`config.mk`:
```
export PLATFORM = sky130hd
export DESIGN_NAME = line_rasterizer_with_pixel_address
export DESIGN_NICKNAME = d
export VERILOG_FILES = /design/src/rtl/core/lra_pkg.sv /design/src/rtl/core/lra_cfg.sv /design/src/rtl/core/lra_walk.sv /design/src/rtl/core/lra_addr.sv /design/src/rtl/core/line_rasterizer_with_pixel_address.sv
export SDC_FILE = /design/constraint.sdc
export NUM_CORES = 1
export LEC_CHECK = 0
export ABC_CLOCK_PERIOD_IN_PS = 26600
export BUFFER_PORTS_ARGS = -buffer_cell sky130_fd_sc_hd__clkbuf_2
export CAP_MARGIN = 5
export CORE_MARGIN = 10
export CORE_UTILIZATION = 35
export CTS_CLUSTER_DIAMETER = 120
export DETAILED_ROUTE_END_ITERATION = 8
export PLACE_DENSITY = 0.61
export SETUP_SLACK_MARGIN = 0.2
export SLEW_MARGIN = 20
export SYNTH_ARGS = -nofsm -noshare
export SYNTH_HDL_FRONTEND = slang
export SYNTH_HIERARCHICAL = 1
export SYNTH_SLANG_ARGS = --single-unit
```
`constraint.sdc`:
```
create_clock -name i_clk -period 26.6 [get_ports i_clk]
set_input_delay 2.66 -clock i_clk [delete_from_list [all_inputs] [get_ports i_clk]]
set_output_delay 2.66 -clock i_clk [all_outputs]
set_load 0.01 [all_outputs]
```
`src/rtl/core/lra_pkg.sv`:
```
// Shared types and constants for the line rasterizer with pixel addressing.
// Used by every module under rtl/core; depends on nothing else.
`default_nettype none

package lra_pkg;

    // Default coordinate width of the line walker.
    localparam int COORD_BITS_DEF = 12;

    // Configuration port address width and register indexes.
    localparam int APB_AW = 5;
    localparam int REG_IDX_BITS = 3;

    localparam logic [REG_IDX_BITS-1:0] REG_FRAME_BASE = 3'd0;
    localparam logic [REG_IDX_BITS-1:0] REG_X_OFFSET   = 3'd1;
    localparam logic [REG_IDX_BITS-1:0] REG_Y_OFFSET   = 3'd2;
    localparam logic [REG_IDX_BITS-1:0] REG_BPP        = 3'd3;
    localparam logic [REG_IDX_BITS-1:0] REG_PITCH      = 3'd4;

    // Reset value of the bytes-per-pixel register.
    localparam logic [2:0] BPP_RESET = 3'd2;

    // Register file contents as seen by the address stage.
    typedef struct packed {
        logic [31:0] frame_base;
        logic [11:0] x_offset;
        logic [11:0] y_offset;
        logic [2:0]  bytes_per_pixel;
        logic [15:0] line_pitch;
    } t_cfg;

endpackage

`default_nettype wire

```
`src/rtl/core/lra_cfg.sv`:
```
// Configuration register file on an APB-style port.
// Depends on lra_pkg for register indexes and the t_cfg struct.
`default_nettype none

module lra_cfg import lra_pkg::*; (
    input  wire logic              i_clk,
    input  wire logic              i_rst_n,
    input  wire logic              psel,
    input  wire logic              penable,
    input  wire logic              pwrite,
    input  wire logic [APB_AW-1:0] paddr,
    input  wire logic [31:0]       pwdata,
    output logic      [31:0]       prdata,
    output logic                   pready,
    output t_cfg                   o_cfg
);

    t_cfg                    r_cfg;
    logic [REG_IDX_BITS-1:0] reg_idx;
    logic                    wr_en;

    assign reg_idx = paddr[APB_AW-1:2];
    assign wr_en   = psel && penable && pwrite;
    assign pready  = 1'b1;
    assign o_cfg   = r_cfg;

    // Register writes; unknown indexes are ignored.
    always_ff @(posedge i_clk) begin
        if (!i_rst_n) begin
            r_cfg.frame_base      <= '0;
            r_cfg.x_offset        <= '0;
            r_cfg.y_offset        <= '0;
            r_cfg.bytes_per_pixel <= BPP_RESET;
            r_cfg.line_pitch      <= '0;
        end else if (wr_en) begin
            case (reg_idx)
                REG_FRAME_BASE: r_cfg.frame_base      <= pwdata;
                REG_X_OFFSET:   r_cfg.x_offset        <= pwdata[11:0];
                REG_Y_OFFSET:   r_cfg.y_offset        <= pwdata[11:0];
                REG_BPP:        r_cfg.bytes_per_pixel <= pwdata[2:0];
                REG_PITCH:      r_cfg.line_pitch      <= pwdata[15:0];
                default: ;
            endcase
        end
    end

    // Read-back multiplexer.
    always_comb begin
        case (reg_idx)
            REG_FRAME_BASE: prdata = r_cfg.frame_base;
            REG_X_OFFSET:   prdata = {20'd0, r_cfg.x_offset};
            REG_Y_OFFSET:   prdata = {20'd0, r_cfg.y_offset};
            REG_BPP:        prdata = {29'd0, r_cfg.bytes_per_pixel};
            REG_PITCH:      prdata = {16'd0, r_cfg.line_pitch};
            default:        prdata = '0;
        endcase
    end

endmodule

`default_nettype wire

```
`src/rtl/core/lra_walk.sv`:
```
// Line walker: takes start and step requests, holds the line state and
// registers at most one pixel per request. Depends on lra_pkg.
`default_nettype none

module lra_walk import lra_pkg::*; #(
    parameter int COORD_BITS = COORD_BITS_DEF
) (
    input  wire logic                  i_clk,
    input  wire logic                  i_rst_n,
    input  wire logic                  i_valid,
    output logic                       o_stall,
    input  wire logic                  i_func,
    input  wire logic [COORD_BITS-1:0] i_start_x,
    input  wire logic [COORD_BITS-1:0] i_start_y,
    input  wire logic [COORD_BITS-1:0] i_end_x,
    input  wire logic [COORD_BITS-1:0] i_end_y,
    input  wire logic [15:0]           i_pen_color,
    output logic                       o_valid,
    input  wire logic                  i_stall,
    output logic      [COORD_BITS-1:0] o_x,
    output logic      [COORD_BITS-1:0] o_y,
    output logic      [15:0]           o_color,
    output logic                       o_last,
    output logic                       o_busy
);

    localparam int EW = COORD_BITS + 2;

    typedef logic [COORD_BITS-1:0]  t_coord;
    typedef logic signed [EW-1:0]   t_err;

    // Line state.
    t_coord r_cur_x, r_cur_y, r_end_major, r_abs_dx, r_abs_dy;
    t_err   r_err;
    logic   r_x_neg, r_y_neg, r_x_major, r_busy;
    logic [15:0] r_color;

    // Pixel register.
    t_coord      r_px_x, r_px_y;
    logic [15:0] r_px_color;
    logic        r_px_last, r_px_valid;

    // Setup values for a start request.
    logic   s_x_neg, s_y_neg, s_x_major;
    t_coord s_dx, s_dy, s_maj, s_mnr, s_end;
    t_err   s_err;

    // Effective values: setup on start, held state on step.
    logic   start, emit, accept, e_last, err_pos;
    logic   e_x_neg, e_y_neg, e_x_major;
    t_coord e_x, e_y, e_dx, e_dy, e_end, e_maj, e_mnr, major_now;
    t_coord x_st, y_st, n_cur_x, n_cur_y;
    t_err   e_err, n_err;

    assign o_stall = r_px_valid && i_stall;
    assign accept  = i_valid && !o_stall;
    assign start   = !i_func;
    assign emit    = start || r_busy;

    // Direction, deltas and initial error of a new line.
    always_comb begin
        s_x_neg   = i_end_x < i_start_x;
        s_y_neg   = i_end_y < i_start_y;
        s_dx      = s_x_neg ? i_start_x - i_end_x : i_end_x - i_start_x;
        s_dy      = s_y_neg ? i_start_y - i_end_y : i_end_y - i_start_y;
        s_x_major = s_dx >= s_dy;
        s_maj     = s_x_major ? s_dx : s_dy;
        s_mnr     = s_x_major ? s_dy : s_dx;
        s_end     = s_x_major ? i_end_x : i_end_y;
        s_err     = $signed({2'b00, s_mnr}) - $signed({3'b000, s_maj[COORD_BITS-1:1]});
    end

    // One Bresenham step from the effective state.
    always_comb begin
        e_x       = start ? i_start_x : r_cur_x;
        e_y       = start ? i_start_y : r_cur_y;
        e_dx      = start ? s_dx      : r_abs_dx;
        e_dy      = start ? s_dy      : r_abs_dy;
        e_end     = start ? s_end     : r_end_major;
        e_err     = start ? s_err     : r_err;
        e_x_neg   = start ? s_x_neg   : r_x_neg;
        e_y_neg   = start ? s_y_neg   : r_y_neg;
        e_x_major = start ? s_x_major : r_x_major;

        e_maj     = e_x_major ? e_dx : e_dy;
        e_mnr     = e_x_major ? e_dy : e_dx;
        major_now = e_x_major ? e_x : e_y;
        e_last    = major_now == e_end;
        err_pos   = e_err > 0;

        x_st = e_x_neg ? e_x - 1'b1 : e_x + 1'b1;
        y_st = e_y_neg ? e_y - 1'b1 : e_y + 1'b1;

        // The major coordinate always moves; the minor one only on positive error.
        n_cur_x = (e_x_major || err_pos) ? x_st : e_x;
        n_cur_y = (!e_x_major || err_pos) ? y_st : e_y;

        n_err = e_err - (err_pos ? $signed({2'b00, e_maj}) : t_err'(0))
              + $signed({2'b00, e_mnr});
    end

    // Control state.
    always_ff @(posedge i_clk) begin
        if (!i_rst_n) begin
            r_busy     <= 1'b0;
            r_px_valid <= 1'b0;
        end else begin
            if (accept && emit) begin
                r_busy <= !e_last;
            end
            if (accept && emit) begin
                r_px_valid <= 1'b1;
            end else if (!i_stall) begin
                r_px_valid <= 1'b0;
            end
        end
    end

    // Line state and pixel payload.
    always_ff @(posedge i_clk) begin
        if (accept && start) begin
            r_abs_dx    <= s_dx;
            r_abs_dy    <= s_dy;
            r_end_major <= s_end;
            r_x_neg     <= s_x_neg;
            r_y_neg     <= s_y_neg;
            r_x_major   <= s_x_major;
            r_color     <= i_pen_color;
        end
        if (accept && emit) begin
            r_cur_x    <= e_last ? e_x : n_cur_x;
            r_cur_y    <= e_last ? e_y : n_cur_y;
            r_err      <= e_last ? e_err : n_err;
            r_px_x     <= e_x;
            r_px_y     <= e_y;
            r_px_color <= start ? i_pen_color : r_color;
            r_px_last  <= e_last;
        end
    end

    assign o_valid = r_px_valid;
    assign o_x     = r_px_x;
    assign o_y     = r_px_y;
    assign o_color = r_px_color;
    assign o_last  = r_px_last;
    assign o_busy  = r_busy;

endmodule

`default_nettype wire

```
`src/rtl/core/lra_addr.sv`:
```
// Address stage: computes the framebuffer byte address of a pixel and holds
// the result in the output register. Depends on lra_pkg for t_cfg.
`default_nettype none

module lra_addr import lra_pkg::*; #(
    parameter int COORD_BITS = COORD_BITS_DEF
) (
    input  wire logic                  i_clk,
    input  wire logic                  i_rst_n,
    input  t_cfg                       i_cfg,
    input  wire logic                  i_valid,
    output logic                       o_stall,
    input  wire logic [COORD_BITS-1:0] i_x,
    input  wire logic [COORD_BITS-1:0] i_y,
    input  wire logic [15:0]           i_color,
    input  wire logic                  i_last,
    output logic                       o_valid,
    input  wire logic                  i_stall,
    output logic      [COORD_BITS-1:0] o_pixel_x,
    output logic      [COORD_BITS-1:0] o_pixel_y,
    output logic      [31:0]           o_byte_address,
    output logic      [15:0]           o_pixel_color,
    output logic                       o_last
);

    logic                  r_valid, r_last;
    logic [COORD_BITS-1:0] r_x, r_y;
    logic [31:0]           r_addr;
    logic [15:0]           r_color;

    logic        load;
    logic [31:0] x_sum, y_sum, x_part, y_part, n_addr;

    assign o_stall = r_valid && i_stall;
    assign load    = i_valid && !o_stall;

    // Byte address, wrapping modulo 2^32.
    always_comb begin
        x_sum  = 32'(i_x) + 32'(i_cfg.x_offset);
        y_sum  = 32'(i_y) + 32'(i_cfg.y_offset);
        x_part = 32'(x_sum * 32'(i_cfg.bytes_per_pixel));
        y_part = 32'(y_sum * 32'(i_cfg.line_pitch));
        n_addr = i_cfg.frame_base + x_part + y_part;
    end

    // Output valid.
    always_ff @(posedge i_clk) begin
        if (!i_rst_n) begin
            r_valid <= 1'b0;
        end else if (!o_stall) begin
            r_valid <= i_valid;
        end
    end

    // Output payload.
    always_ff @(posedge i_clk) begin
        if (load) begin
            r_x     <= i_x;
            r_y     <= i_y;
            r_addr  <= n_addr;
            r_color <= i_color;
            r_last  <= i_last;
        end
    end

    assign o_valid        = r_valid;
    assign o_pixel_x      = r_x;
    assign o_pixel_y      = r_y;
    assign o_byte_address = r_addr;
    assign o_pixel_color  = r_color;
    assign o_last         = r_last;

endmodule

`default_nettype wire

```
`src/rtl/core/line_rasterizer_with_pixel_address.sv`:
```
// Top level of the line rasterizer with pixel addressing.
// Instantiates lra_cfg, lra_walk and lra_addr; depends on lra_pkg.
//
// Usage:
// A request on the input channel with func = 0 starts a new line from
// (start_x, start_y) to (end_x, end_y) in pen_color and yields its first
// pixel. A request with func = 1 yields the next pixel of the running line;
// when no line is running it yields nothing. Each pixel carries its
// coordinates, colour, framebuffer byte address and a last flag on the
// endpoint, after which the line is finished.
// Requests are accepted one per clock while o_in_stall is low. Each pixel
// passes through the walker's pixel register, where the Bresenham step is
// done, and then the output register, where the address multiply and add
// are done.
// When the receiver raises i_out_stall, the output register holds its pixel,
// the pixel register fills behind it, and the input stall rises only once
// both are full. Reset clears both stages and leaves no line running; the
// registers return to their reset values (two bytes per pixel).
// The user must write registers over the APB-style port only while no
// request is in flight; the block itself does not enforce this.
`default_nettype none

module line_rasterizer_with_pixel_address import lra_pkg::*; #(
    parameter int COORD_BITS = COORD_BITS_DEF
) (
    input  wire logic                  i_clk,
    input  wire logic                  i_rst_n,
    input  wire logic                  psel,
    input  wire logic                  penable,
    input  wire logic                  pwrite,
    input  wire logic [APB_AW-1:0]     paddr,
    input  wire logic [31:0]           pwdata,
    output logic      [31:0]           prdata,
    output logic                       pready,
    input  wire logic                  i_in_valid,
    output logic                       o_in_stall,
    input  wire logic                  i_func,
    input  wire logic [COORD_BITS-1:0] i_start_x,
    input  wire logic [COORD_BITS-1:0] i_start_y,
    input  wire logic [COORD_BITS-1:0] i_end_x,
    input  wire logic [COORD_BITS-1:0] i_end_y,
    input  wire logic [15:0]           i_pen_color,
    output logic                       o_out_valid,
    input  wire logic                  i_out_stall,
    output logic      [COORD_BITS-1:0] o_pixel_x,
    output logic      [COORD_BITS-1:0] o_pixel_y,
    output logic      [31:0]           o_byte_address,
    output logic      [15:0]           o_pixel_color,
    output logic                       o_last
);

    t_cfg                  cfg;
    logic                  px_valid, px_stall, px_last, busy;
    logic [COORD_BITS-1:0] px_x, px_y;
    logic [15:0]           px_color;

    // Register file.
    lra_cfg u_cfg (
        .i_clk   (i_clk),
        .i_rst_n (i_rst_n),
        .psel    (psel),
        .penable (penable),
        .pwrite  (pwrite),
        .paddr   (paddr),
        .pwdata  (pwdata),
        .prdata  (prdata),
        .pready  (pready),
        .o_cfg   (cfg)
    );

    // Line walker and pixel register.
    lra_walk #(.COORD_BITS(COORD_BITS)) u_walk (
        .i_clk       (i_clk),
        .i_rst_n     (i_rst_n),
        .i_valid     (i_in_valid),
        .o_stall     (o_in_stall),
        .i_func      (i_func),
        .i_start_x   (i_start_x),
        .i_start_y   (i_start_y),
        .i_end_x     (i_end_x),
        .i_end_y     (i_end_y),
        .i_pen_color (i_pen_color),
        .o_valid     (px_valid),
        .i_stall     (px_stall),
        .o_x         (px_x),
        .o_y         (px_y),
        .o_color     (px_color),
        .o_last      (px_last),
        .o_busy      (busy)
    );

    // Address stage and output register.
    lra_addr #(.COORD_BITS(COORD_BITS)) u_addr (
        .i_clk          (i_clk),
        .i_rst_n        (i_rst_n),
        .i_cfg          (cfg),
        .i_valid        (px_valid),
        .o_stall        (px_stall),
        .i_x            (px_x),
        .i_y            (px_y),
        .i_color        (px_color),
        .i_last         (px_last),
        .o_valid        (o_out_valid),
        .i_stall        (i_out_stall),
        .o_pixel_x      (o_pixel_x),
        .o_pixel_y      (o_pixel_y),
        .o_byte_address (o_byte_address),
        .o_pixel_color  (o_pixel_color),
        .o_last         (o_last)
    );

    // A single-point line finishes at once and leaves no line running.
    a_single_point_idle: assert property (@(posedge i_clk) disable iff (!i_rst_n)
        i_in_valid && !o_in_stall && !i_func && i_start_x == i_end_x
            && i_start_y == i_end_y |=> !busy)
        else $error("single-point line left the walker busy");

    // A step request with no line running produces no pixel.
    a_idle_step_empty: assert property (@(posedge i_clk) disable iff (!i_rst_n)
        i_in_valid && !o_in_stall && i_func && !busy |=> !px_valid)
        else $error("step while idle produced a pixel");

    // A start request, or a step on a running line, always produces a pixel.
    a_request_emits: assert property (@(posedge i_clk) disable iff (!i_rst_n)
        i_in_valid && !o_in_stall && (!i_func || busy) |=> px_valid)
        else $error("accepted request produced no pixel");

    // Reset empties both stages and stops the walker.
    a_reset_clears: assert property (@(posedge i_clk)
        !i_rst_n |=> !o_out_valid && !px_valid && !busy)
        else $error("reset left a pixel or a line in flight");

endmodule

`default_nettype wire

```
==> results_dict.tcl, run 1 <==
set metrics [dict create \
    status "complete, no violations" \
    postLayoutCoreUtil_pct 39.4 \
    antenna_found_initial 2 \
    cp_slowest_cell "a31oi_2" \
    synth_cell_types 100 \
    clock_path_buffers 3 \
    cp_slowest_stage_delay_ps 820 \
    grt_max_degree 72 \
    grt_pass1_wl_um 130000 \
    die_x_um 306 \
    hpwl_um 65700 \
    viasPerCell 5.19 \
    synth-edff-count 207 \
    worst_pin_slew_ps 1070 \
    cts.htree.levels 2 \
    synth_cells 3060 \
    path_class "in -> reg" \
    synth_top_family_by_area "adder cells" \
    fin_skew_ps 42.4 \
    relSlewSlack_pct 28.4 \
    synthAdderAreaFrac_pct 27.1 \
    worstPathRequired_ps 26890 \
    hold_violations 0 \
    numCtsBuffers 38 \
    synth_compound_area_share_pct 12.8 \
    ys_ff_latch 285 \
    leakage_nw 14.5 \
    root_buffer "clkbuf_16" \
    synth_top_area_share_pct 21.8 \
    antenna_cells 0 \
    syn2layout_area_growth_pct 11.4 \
    multi_input_area_sq_um 18400 \
    drt_wl_total_um 83800 \
    min-delay-path-class "reg -> reg" \
    std_cell_rows 104 \
    finalPower_mw 2.42 \
    die-area_sq_um 93400 \
    period_share_pct 56.4 \
    worstHoldStart "u_walk/o_color[3]$_DFFE_PP_" \
    grt_use_met3_pct 4.42 \
    ys_top_cells_by_area "edfxtp_1 22%, fa_1 17%, ha_1 10%" \
    ff_latch_area_sq_um 7780 \
    timing.rr.start "u_walk/o_y[0]$_DFFE_PP_" \
    finalCriticalPeriod_ps 14990 \
    post-cts-setup-buffers 0 \
    async_flop_share_pct 0 \
    finalNetCount 3783 \
    syn-cell-area_sq_um 28500 \
    grt_pass1_vias 22200 \
    dr.first_iter.drc_count 1621 \
    gp_congestion 0.923 \
    drv_cap 0 \
    syn-num-nets 3643 \
    via_count 22300 \
    cts_resized 0 \
    holdBufCountCts 0 \
    tns_ps 0 \
    clkTransAtPathRegs_ps 60 \
    ant_nets 0 \
    drv_slew 0 \
    worst-path-max-fanout 32 \
    irDropWorstVdd_v 0.0000612 \
    synth_xor_area_share_pct 2.91 \
    grt_busiest_layer "met2" \
    clk_latency_ps 580 \
    ys_warn_count 6 \
    ios 217 \
    start_util_pct 35.4 \
    cp.arrival_ps 15290 \
    die_h_um 306 \
    rsz0062_at_grt "no" \
    cts_sinks 285 \
    synth-simple-area-share_pct 14.3 \
    avgSynthCellArea_sq_um 9.33 \
    grt_remaining_overflow 0 \
    power_density_nw_per_um2 76.0 \
    grtUsageTotal_pct 17.5 \
    n_fill_cell 8115 \
    startpoint_type "primary input" \
    drc_errors 0 \
    synthMuxAreaShare_pct 7.05 \
    use_met2_pct 28.0 \
    port_buffers 213 \
    use_met1_pct 23.3 \
    drive_gt1_share_pct 11.8 \
    synth_ff_type "edfxtp_1" \
    routedWlPerCell_um 19.6 \
    yosysSeqAreaShare_pct 27.2 \
    synth_area_leader_cell "edfxtp_1" \
    cts_tree "built" \
    max_freq_mhz 66.7 \
    critPathLaunch "i_end_y[0]" \
    drt-pass1-iter-count 6 \
    core_area_sq_um 80700 \
    end_kind "register" \
    setup_viol 0 \
]
kinds of logic (layout without fill, tap and decap cells):
logic type | after synthesis | count (layout)
compound gates | 542 | 542
xor+xnor | 95 | 95
fa+ha+maj | 474 | 474
buf+inv | 610 | 777
flops | 285 | 285
mux | 192 | 192
other cells | 1 | 1
simple gates | 861 | 861
worst max-delay path: cells and delay by family:
kind / cells / cell delay [ps]
compound gates: 23 / 6310
fa+ha+maj: 7 / 2290
buf+inv: 7 / 1310
simple gates: 7 / 1240
mux: 3 / 760
xor+xnor: 2 / 650
registers in the layout, indices dropped and copies added, names as in the netlist, 14 cells and up:
signal	count
u_walk/r_color	16
u_walk/o_color	16
u_addr/o_byte_address	32
u_cfg/o_cfg	75
u_addr/o_pixel_color	16
u_walk/r_err	14
power breakdown:
part / switching [mW] / internal (mW)
registers: 0.0209 / 0.578
logic: 0.759 / 0.530
clock network: 0.216 / 0.314
cell usage after synthesis (12+ instances only):
cell      instances
clkbuf_1         75
a211oi_1         30
xor2_1           29
xnor2_1          66
and3_1           17
buf_1            13
o211ai_1         23
a211o_1          18
nand3b_1         12
buf_2            34
mux2_2           31
a21oi_1         142
and2_1           98
o21ai_0          99
ha_1            233
fa_1            241
nand2b_1         29
mux2i_1         140
nor3_1           29
a21o_1           48
mux2_1           18
nand4_1          14
nor2_1          140
nand2_1         414
nand3_1          24
dfxtp_1          78
nor2b_1          33
edfxtp_1        207
inv_1           471
o21a_1           27
stage by stage:
step | instances | area, sq um | hold WS, ps | worst slack, ps
2_1_floorplan | 3060 | 28500 | 400 | 13870
3_3_place_gp | 4220 | 30500 | 401 | 11210
3_5_place_dp | 4220 | 30500 | 405 | 11230
4_1_cts | 4287 | 31800 | 417 | 11810
5_1_grt | 4287 | 31800 | 426 | 10940
6_report | 4287 | 31800 | 417 | 11610
layout make-up:
type	instances	share of cell area, %
clock buffers	50	3.36
well taps	1060	4.17
repair buffers	237	3.93
clock inverters	17	0.582
inverters	473	5.58
multi-input cells	2165	57.9
flip-flops and latches	285	24.5
cells in the final DEF (no fill, tap or decap), types with 99 or more instances in the layout:
cell | Yosys | routed
fa_1 | 241 | 241
nand2_1 | 414 | 414
edfxtp_1 | 207 | 207
inv_1 | 471 | 471
clkbuf_2 | 0 | 211
nor2_1 | 140 | 139
a21oi_1 | 142 | 141
mux2i_1 | 140 | 140
ha_1 | 233 | 233
o21ai_0 | 99 | 99
path summary, 6_finish.rpt:
kind | to | slack, ps | depth (start not counted)
hold reg to reg | u_addr/o_pixel_color[3]$_DFFE_PP_ | 420 | 0
setup reg to reg | u_addr/o_byte_address[30]$_DFFE_PP_ | 18180 | 28
setup / recovery | u_walk/r_err[12]$_DFFE_PP_ | 11610 | 49
hold / removal | u_addr/o_pixel_color[3]$_DFFE_PP_ | 420 | 0
layer usage:
metal / vias to the layer above / wire [um]
met4: 0 / 2050
li1: 10600 / -
met3: 102 / 6770
met5: - / 0
met2: 718 / 37800
met1: 10900 / 37200
No activity file was read; power rests on OpenSTA's default activity.
==> inputs of run 2 (changes only) <==
- ABC_AREA: unset -> 1
- ABC_CLOCK_PERIOD_IN_PS: 26600 -> 12300
- PLACE_DENSITY: 0.61 -> 0.63
- clock period: 26.6 -> 12.3 ns (I/O delays scaled with it)
==> results_dict.tcl, run 2 <==
set metrics [dict create \
    status "complete, no violations" \
    post-cts-setup-buffers 0 \
    end_kind "register" \
    cp_slowest_cell "fa_1" \
    viasPerCell 4.82 \
    drc_errors 0 \
    cts_resized 0 \
    port_buffers 213 \
    drv_cap 0 \
    die_x_um 311 \
    die-area_sq_um 96800 \
    cp.arrival_ps 10910 \
    whs_path_depth 0 \
    root_buffer "clkbuf_16" \
    start_util_pct 35.4 \
    cts_sinks 285 \
    holdBufCountCts 0 \
    async_flop_share_pct 0 \
    drt-pass1-iter-count 6 \
    via_count 25700 \
    power_density_nw_per_um2 161 \
    clk_latency_ps 570 \
    yosysSeqAreaShare_pct 26.2 \
    die_h_um 311 \
    worstHoldStart "u_walk/o_color[2]$_DFFE_PP_" \
    worst-path-max-fanout 18 \
    grtUsageTotal_pct 18.6 \
    finalCriticalPeriod_ps 10630 \
    tns_ps 0 \
    hpwl_um 73400 \
    drv_slew 0 \
    grt_pass1_vias 25400 \
    synth_cell_types 50 \
    synth_ff_type "edfxtp_1" \
    std_cell_rows 106 \
    synth-edff-count 207 \
    antenna_found_initial 4 \
    drive_gt1_share_pct 9.26 \
    grt_pass1_wl_um 144000 \
    synth_top_area_share_pct 21.0 \
    finalPower_mw 5.30 \
    routedWlPerCell_um 17.3 \
    final_common_cell "nand2_1" \
    setup_viol 0 \
    max_freq_mhz 94.1 \
    leakage_nw 17.0 \
    grt_max_degree 79 \
    period_share_pct 86.4 \
    irDropWorstVdd_v 0.000230 \
    timing.rr.start "u_walk/o_y[4]$_DFFE_PP_" \
    ys_ff_latch 285 \
    min-delay-path-class "reg -> reg" \
    reg2reg_setup_slack_ps 4660 \
    numCtsBuffers 37 \
    startpoint_type "primary input" \
    core_area_sq_um 83800 \
    synth_area_leader_cell "edfxtp_1" \
    grt_remaining_overflow 0 \
    drt_wl_total_um 92400 \
    path_class "in -> reg" \
    worst_pin_slew_ps 1010 \
    gp_congestion 0.913 \
    synth_commonest_cells "1091 x nand2_1, 815 x inv_1, 389 x nor2_1" \
    r2r_cells 25 \
    syn-cell-area_sq_um 29700 \
    cp_slowest_stage_delay_ps 540 \
    ys_warn_count 6 \
    fin_skew_ps 19.9 \
    ios 217 \
    cts.htree.levels 2 \
    timing.rr.end "u_addr/o_byte_address[24]$_DFFE_PP_" \
    finalNetCount 4745 \
    avgSynthCellArea_sq_um 7.40 \
    largest_register_ffs 75 \
    clkTransAtPathRegs_ps 60 \
    final_cell_mix "1091 x nand2_1, 815 x inv_1, 386 x nor2_1" \
    final_cell_area_sq_um 33000 \
    syn-num-nets 4591 \
    syn2layout_area_growth_pct 11.3 \
    dr.first_iter.drc_count 2149 \
    synth_cells 4008 \
    rsz0062_at_grt "no" \
    dpl_cell_area_sq_um 31700 \
    ant_nets 0 \
    worstPathRequired_ps 12590 \
    synthMostInstantiatedCell "nand2_1" \
    ys_top_cells_by_area "edfxtp_1 21%, fa_1 16%, nand2_1 14%" \
    clock_path_buffers 3 \
    hold_violations 0 \
    hold_path_end "u_addr/o_pixel_color[2]$_DFFE_PP_" \
    cts_tree "built" \
    relSlewSlack_pct 32.6 \
]
run 2: cell count changes after synthesis, sizes merged, moves of 43 or more:
cell	previous run	this run
xnor2	66	16
nand2	414	1112
mux2i	141	4
inv	472	826
a21o	48	5
nand3	24	297
mux2	49	0
and2	100	1
nor2	143	402
run 2: final cells by class:
cell class                 count  area [sq um]
clock buffer                  43           958
antenna                        3          7.51
timing repair buffer         238          1260
clock inverter                24           359
tap                         1134          1420
fill                        8895         50800
multi-input combinational   2774         18100
sequential                   285          7780
inverter                     826          3100
run 2: worst max-delay path: cells and delay by family:
kind / cells / cell delay (ps)
XOR/XNOR: 2 / 620
adder cells (fa/ha/maj): 7 / 2380
buffers and inverters: 9 / 1530
AO/OA/AOI/OAI: 12 / 1960
AND/OR/NAND/NOR: 21 / 3120
run 2: metrics by stage:
step	hold WS [ps]	cells	setup slack [ps]	util, %
floorplan	400	4008	2890	-
global placement	400	5257	1460	37.8
detailed placement	405	5257	1340	37.8
CTS	414	5324	1940	39.4
global route	428	5324	900	39.4
finish	414	5327	1670	39.4
run 2: cell families after synthesis:
group | Yosys count | share of synthesized area, %
other | 1 | 0.0126
and+or+nand+nor | 1901 | 26.6
xor gates and xnor gates | 76 | 2.27
adders and majority gates | 474 | 26.1
buffers and inverters | 949 | 12.7
muxes | 4 | 0.135
DFF | 285 | 26.2
AOI/OAI and AO/OA | 318 | 5.92
run 2: layer usage:
layer | routed length (um) | up-vias | GRT usage [%]
met5 | 22 | - | 0
met4 | 2180 | 4 | 4.57
met3 | 6750 | 139 | 3.20
met2 | 43100 | 875 | 31.5
met1 | 40400 | 12000 | 24.5
li1 | - | 12700 | -
run 2: where the power goes:
part	total [mW]	internal [mW]	switching, mW
logic	2.81	1.06	1.75
registers	1.29	1.26	0.0373
clock network	1.20	0.733	0.468
run 2: worst max-delay path by stage:
stage / slack, ps / start / to / depth (start not counted)
3_5_place_dp: 1340 / i_end_y[0] / u_walk/r_err[13]$_DFFE_PP_ / 51
5_1_grt: 900 / i_start_x[0] / u_walk/r_err[13]$_DFFE_PP_ / 49
2_1_floorplan: 2890 / i_end_y[0] / u_walk/r_err[12]$_DFFE_PP_ / 60
3_3_place_gp: 1460 / i_end_y[0] / u_walk/r_err[13]$_DFFE_PP_ / 51
4_1_cts: 1940 / i_end_y[0] / u_walk/r_err[13]$_DFFE_PP_ / 51
6_report: 1670 / i_end_y[0] / u_walk/r_err[13]$_DFFE_PP_ / 51
